==> src/rtl/frl_pkg.sv <==
// ----------------------------------------------------------------------------
// frl_pkg
// Shared types and constants for the flash page record log.
// ----------------------------------------------------------------------------
package frl_pkg;

  localparam int OP_W    = 2;
  localparam int CNT_W   = 11;
  localparam int POS_W   = 10;
  localparam int BYTE_W  = 8;
  localparam int STAT_W  = 2;
  localparam int FILL_W  = 11;
  localparam int IN_W    = 32;
  localparam int OUT_W   = 24;
  localparam int WORD_W  = 16;

  localparam logic [OP_W-1:0] OP_APPEND    = 2'd0;
  localparam logic [OP_W-1:0] OP_CLR_LAST  = 2'd1;
  localparam logic [OP_W-1:0] OP_CLR_ALL   = 2'd2;
  localparam logic [OP_W-1:0] OP_READ      = 2'd3;

  localparam logic [STAT_W-1:0] ST_OK       = 2'd0;
  localparam logic [STAT_W-1:0] ST_OVERSIZE = 2'd1;
  localparam logic [STAT_W-1:0] ST_TOO_FEW  = 2'd2;
  localparam logic [STAT_W-1:0] ST_NO_MARK  = 2'd3;

  localparam logic [BYTE_W-1:0] REC_MARKER = 8'h5A;

  // controller -> datapath
  typedef struct packed {
    logic cap;        // latch input word
    logic decide;     // evaluate the item, do append write
    logic clr_step;   // zero one word of the clear range
    logic chk_first;  // check marker of first record
    logic take_byte;  // latch record low byte
    logic emit;       // load output register
  } frl_cmd_t;

  // datapath -> controller
  typedef struct packed {
    logic need_clear;
    logic need_read;
    logic clear_last;
    logic want_byte;
    logic out_free;
  } frl_stat_t;

endpackage

==> src/rtl/frl_ctrl.sv <==
// ----------------------------------------------------------------------------
// frl_ctrl
// Sequencer for the record log: decide, clear sweep, record reads, emit.
// ----------------------------------------------------------------------------
module frl_ctrl
  import frl_pkg::*;
(
  input  logic      clk,
  input  logic      rst_n,
  input  logic      in_tvalid,
  output logic      in_tready,
  input  frl_stat_t stat,
  output frl_cmd_t  cmd
);

  typedef enum logic [5:0] {
    S_IDLE    = 6'b000001,
    S_DECIDE  = 6'b000010,
    S_CLEAR   = 6'b000100,
    S_RDFIRST = 6'b001000,
    S_RDDATA  = 6'b010000,
    S_EMIT    = 6'b100000
  } state_t;

  state_t state_r, state_nxt;

  always_ff @(posedge clk) begin
    if (!rst_n) begin
      state_r <= S_IDLE;
    end else begin
      state_r <= state_nxt;
    end
  end

  always_comb begin
    state_nxt = state_r;
    cmd       = '0;
    in_tready = 1'b0;
    case (state_r)
      S_IDLE: begin
        in_tready = 1'b1;
        cmd.cap   = in_tvalid;
        if (in_tvalid) begin
          state_nxt = S_DECIDE;
        end
      end
      S_DECIDE: begin
        cmd.decide = 1'b1;
        if (stat.need_clear) begin
          state_nxt = S_CLEAR;
        end else if (stat.need_read) begin
          state_nxt = S_RDFIRST;
        end else begin
          state_nxt = S_EMIT;
        end
      end
      S_CLEAR: begin
        cmd.clr_step = 1'b1;
        if (stat.clear_last) begin
          state_nxt = S_EMIT;
        end
      end
      S_RDFIRST: begin
        cmd.chk_first = 1'b1;
        state_nxt     = stat.want_byte ? S_RDDATA : S_EMIT;
      end
      S_RDDATA: begin
        cmd.take_byte = 1'b1;
        state_nxt     = S_EMIT;
      end
      S_EMIT: begin
        cmd.emit = stat.out_free;
        if (stat.out_free) begin
          state_nxt = S_IDLE;
        end
      end
      default: begin
        state_nxt = S_IDLE;
      end
    endcase
  end

endmodule

==> config.mk <==
export PLATFORM = sky130hd
export DESIGN_NAME = frl_ctrl
export DESIGN_NICKNAME = d
export VERILOG_FILES = /design/src/rtl/frl_pkg.sv /design/src/rtl/frl_ctrl.sv
export SDC_FILE = /design/constraint.sdc
export NUM_CORES = 1
export LEC_CHECK = 0
export ABC_CLOCK_PERIOD_IN_PS = 3500
export BUFFER_PORTS_ARGS = -buffer_cell sky130_fd_sc_hd__buf_2
export CAP_MARGIN = 0
export CORE_AREA = 2 2 39 41
export CTS_CLUSTER_DIAMETER = 30
export DETAILED_ROUTE_END_ITERATION = 6
export DIE_AREA = 0 0 41 43
export PLACE_DENSITY = 0.58
export SYNTH_ARGS = -nofsm -noshare
export SYNTH_HDL_FRONTEND = slang
export SYNTH_SLANG_ARGS = --single-unit
==> constraint.sdc <==
create_clock -name clk -period 3.5 [get_ports clk]
set_input_delay 0.7 -clock clk [delete_from_list [all_inputs] [get_ports clk]]
set_output_delay 0.7 -clock clk [all_outputs]
set_load 0.02 [all_outputs]
==> results list <==
- Antenna Diode Count: 0
- Actual slew at the worst max-slew pin: between 300 and 400 ps
- The Yosys step of the flow raised 0 warnings.
- The min-delay analysis places its worst path in the category flip-flop to flip-flop.
- After detailed routing, the number of remaining DRC violations is 0.
- Net count of the finished layout: 67
* Post-Synthesis Cell Area: 359 um^2
- Counting the fill cells in the layout gives about 150.
* Maximum count of clock buffers along a single path: 2
- Global routing met1 resource utilization: 13.5%
- In the synthesized netlist the dominant register cell turns out to be sky130_fd_sc_hd__dfxtp_1.
- The total count of max-transition violations in the final report was 0.
- Power after layout: approximately 0.00018 W
* Setup violations, final: 0
* Data required time at the worst endpoint: approximately 2800 ps
- CTS hold repair buffers: 0
- In this run the remaining antenna-violating nets after routing total 0.
- In the global route stage, met3 resource usage came out at ~3.1%.
- Crit. End Element: output pin
* Register containing the most flip-flops in the final layout: state_r
- Slowest cell on crit path: sky130_fd_sc_hd__or4_1
- Total global routing track utilization: between 10 and 15%
- Yosys instantiated no cell more often than sky130_fd_sc_hd__dfxtp_1.
- Vias after detailed routing: approximately 360
- For this block, the initial DRC count from the detailed router was 1.
* Relative slew margins: around three quarters
- Bufs and invs on worst path: 1
- Number of gates resized after cts: 0
* Core area: between 1000 and 1500 um^2
- Chip Width: 41 um
- Worst hold path stage count: 3
- 15 I/O pins were placed.
- The floorplan has 14 rows.
- Async S/R FF share, synth: 0%
- Number of register bits inferred by synthesis: 6
* Setup repair after global routing missed its margin: false
* Worst Reg2Reg Path Length in Cells: 5
* Largest cells by area after synthesis: sky130_fd_sc_hd__dfxtp_1 (33%), sky130_fd_sc_hd__nor3b_1 (6.3%), sky130_fd_sc_hd__nand2_1 (5.2%)
- In this run the number of cells on the critical path is 3.
- The number of hold-slack violations in the final timing report came to 0.
- The run finished with clean final reports.
* Via-to-Cell Ratio: 4.92
- IR analysis of the VDD net gives a maximum drop of roughly 0.13 mV.
- After clock tree synthesis, the clock-pin slew on the worst setup and hold paths is approximately 40 ps.
- Count of different cell masters after synthesis: 25
- Between clock sinks in the finished design, the worst skew comes to 1.32 ps.
- Kind of critical path: flip-flop to output pin
- Leakage Power: between 0.2 and 0.25 nW
- Aggregate global routing overflow: 0
- Global-route layer with the greatest usage: met1
- The die covers between 1500 and 2000 um^2.
- Yosys top cell area share: 33.4%
- The largest registers in the layout are state_r (6).
* Pin count of the biggest net entering global routing: 7
* Gp weighted congestion: 0.727
- For the finished layout, the period the worst path requires is about 2500 ps.
- The register with the most flip-flops in the layout has 6 of them.
- Area delta synth->final: 31.4%
- The number of nets in the synthesized netlist is 48.
- Buffers added on ports: 14
- In the final routed layout, each cell accounts on average for 10.9 um.
* Number of clock sinks: 6
- Via count of the first global-routing pass: 289
* Data arrival, critical path: roughly 1800 ps
* Worst-path cell chain: or4_1, nor3b_1, buf_2
- Most area-hungry cell type in the Yosys netlist: sky130_fd_sc_hd__dfxtp_1
- Period utilisation layout: 70.8%
- Post-CTS timing repair inserted 0 buffers for setup.
* Post-synth EDFFs: 0
- TritonCTS clock tree: built
* Pre-Repair DR Iteration Count: 4
- Global-route wire length before repair: between 1000 and 1500 um
- Number of buffers inserted during clock tree synthesis: 3
- Share of cells above drive strength 1: 38.6%
- Top achievable clock speed: slightly above 400 MHz
- The cell sitting at the root of the clock tree is a sky130_fd_sc_hd__clkbuf_4.
* Detail Placement HPWL: 665 um
* List of most frequent post-synthesis cells: sky130_fd_sc_hd__dfxtp_1 (6), sky130_fd_sc_hd__nand2_1 (5), sky130_fd_sc_hd__nor2_1 (4)
- Element type at the critical path start: flip-flop
* Critical-path maximum fanout: 5
- For this run, global-route usage on met2 was measured as between 10% and 20%.
- Among cell families on the critical path, the largest total delay comes from simple AND/OR/NAND/NOR gates.
- Average footprint of a synthesized cell: around 9 um^2
- The initial antenna violation count came to 0.
- Power per Cell Area: around 370 nW/um^2
- Measured along the y axis, the die boundary spans around 43 um.
* H-tree level count: 1
* Worst stage delay on the critical path: 570 ps
* Insertion delay of the later-clocked pin in the worst-skew pair: 240 ps
- Initial Utilization: 25.9%
- Setup_tns: 0 ps
* Maximum capacitance violations: 0
- Wires add up to around 800 um.
* Proportion of synthesized chip area in sequential cells: about a third
- Gate count of the mapped netlist: 40
-- per-layer routing --
| metal | wire length, um | vias up |
|---|---|---|
| met5 | 0 | - |
| met4 | 13 | 0 |
| met3 | 67 | 3 |
| met2 | 347 | 19 |
| met1 | 368 | 151 |
| li1 | - | 186 |
-- path summary, 6_finish.rpt --
check | startpoint | endpoint | slack, ps
min | state_r[5] | state_r[3] | 630
max reg2reg | state_r[1] | state_r[5] | 1580
min reg2reg | state_r[5] | state_r[3] | 630
max | state_r[1] | cmd[2] | 1020
-- layout by cell type (no fill, tap or decap), drive strengths merged --
cell,count
nand4b,1
clkbuf,3
xnor2,1
nor4b,1
and2,1
or4,3
nor2b,1
nor3,1
nor3b,4
nand2,5
dfxtp,6
a21boi,2
nor2,4
buf,14
inv,1
and4b,1
o211a,1
nand2b,1
and3,1
o311ai,1
a21oi,1
nand3b,1
or4b,2
-- worst min-delay path, cell delays in order, from the launching register on --
cell and delay (ps):
sky130_fd_sc_hd__dfxtp_1 380, sky130_fd_sc_hd__nor3b_2 90, sky130_fd_sc_hd__nand3b_1 80, sky130_fd_sc_hd__nor2_1 30
-- per-stage QoR --
step | cell area, um^2 | hold slack, ps | setup WS (ps) | utilization [%] | std cells
3_5_place_dp | 449 | 624 | 1280 | 32.5 | 70
5_1_grt | 472 | 670 | 924 | 34.1 | 73
6_report | 472 | 628 | 1020 | 34.1 | 73
3_3_place_gp | 449 | 621 | 1310 | 32.5 | 70
2_1_floorplan | 359 | 580 | 1260 | - | 40
4_1_cts | 472 | 630 | 1020 | 34.1 | 73
-- cells by family after synthesis --
logic type,count (synthesis),share of synthesized area (%)
buffers and inverters,1,1.04
xor gates and xnor gates,1,2.44
and+or+nand+nor,27,51.2
AOI/OAI and AO/OA,5,11.8
DFF,6,33.5
-- power by group --
part | total [W] | switching [W] | internal (W)
sequential | 0.0000744 | 0.00000308 | 0.0000714
combinational | 0.0000383 | 0.0000208 | 0.0000174
clock | 0.0000624 | 0.0000237 | 0.0000387
total | 0.000175 | 0.0000476 | 0.000127
-- cell type report --
| type | count | area (um^2) | share of cell area [%] |
|---|---|---|---|
| multi-input cells | 33 | 235 | 49.9 |
| flip-flops and latches | 6 | 120 | 25.5 |
| repair buffers | 14 | 70.1 | 14.9 |
| clock buffers | 3 | 22.5 | 4.77 |
| well taps | 16 | 20.0 | 4.24 |
| inverters | 1 | 3.75 | 0.796 |
Note: power is estimated with default switching activity, not from simulation.
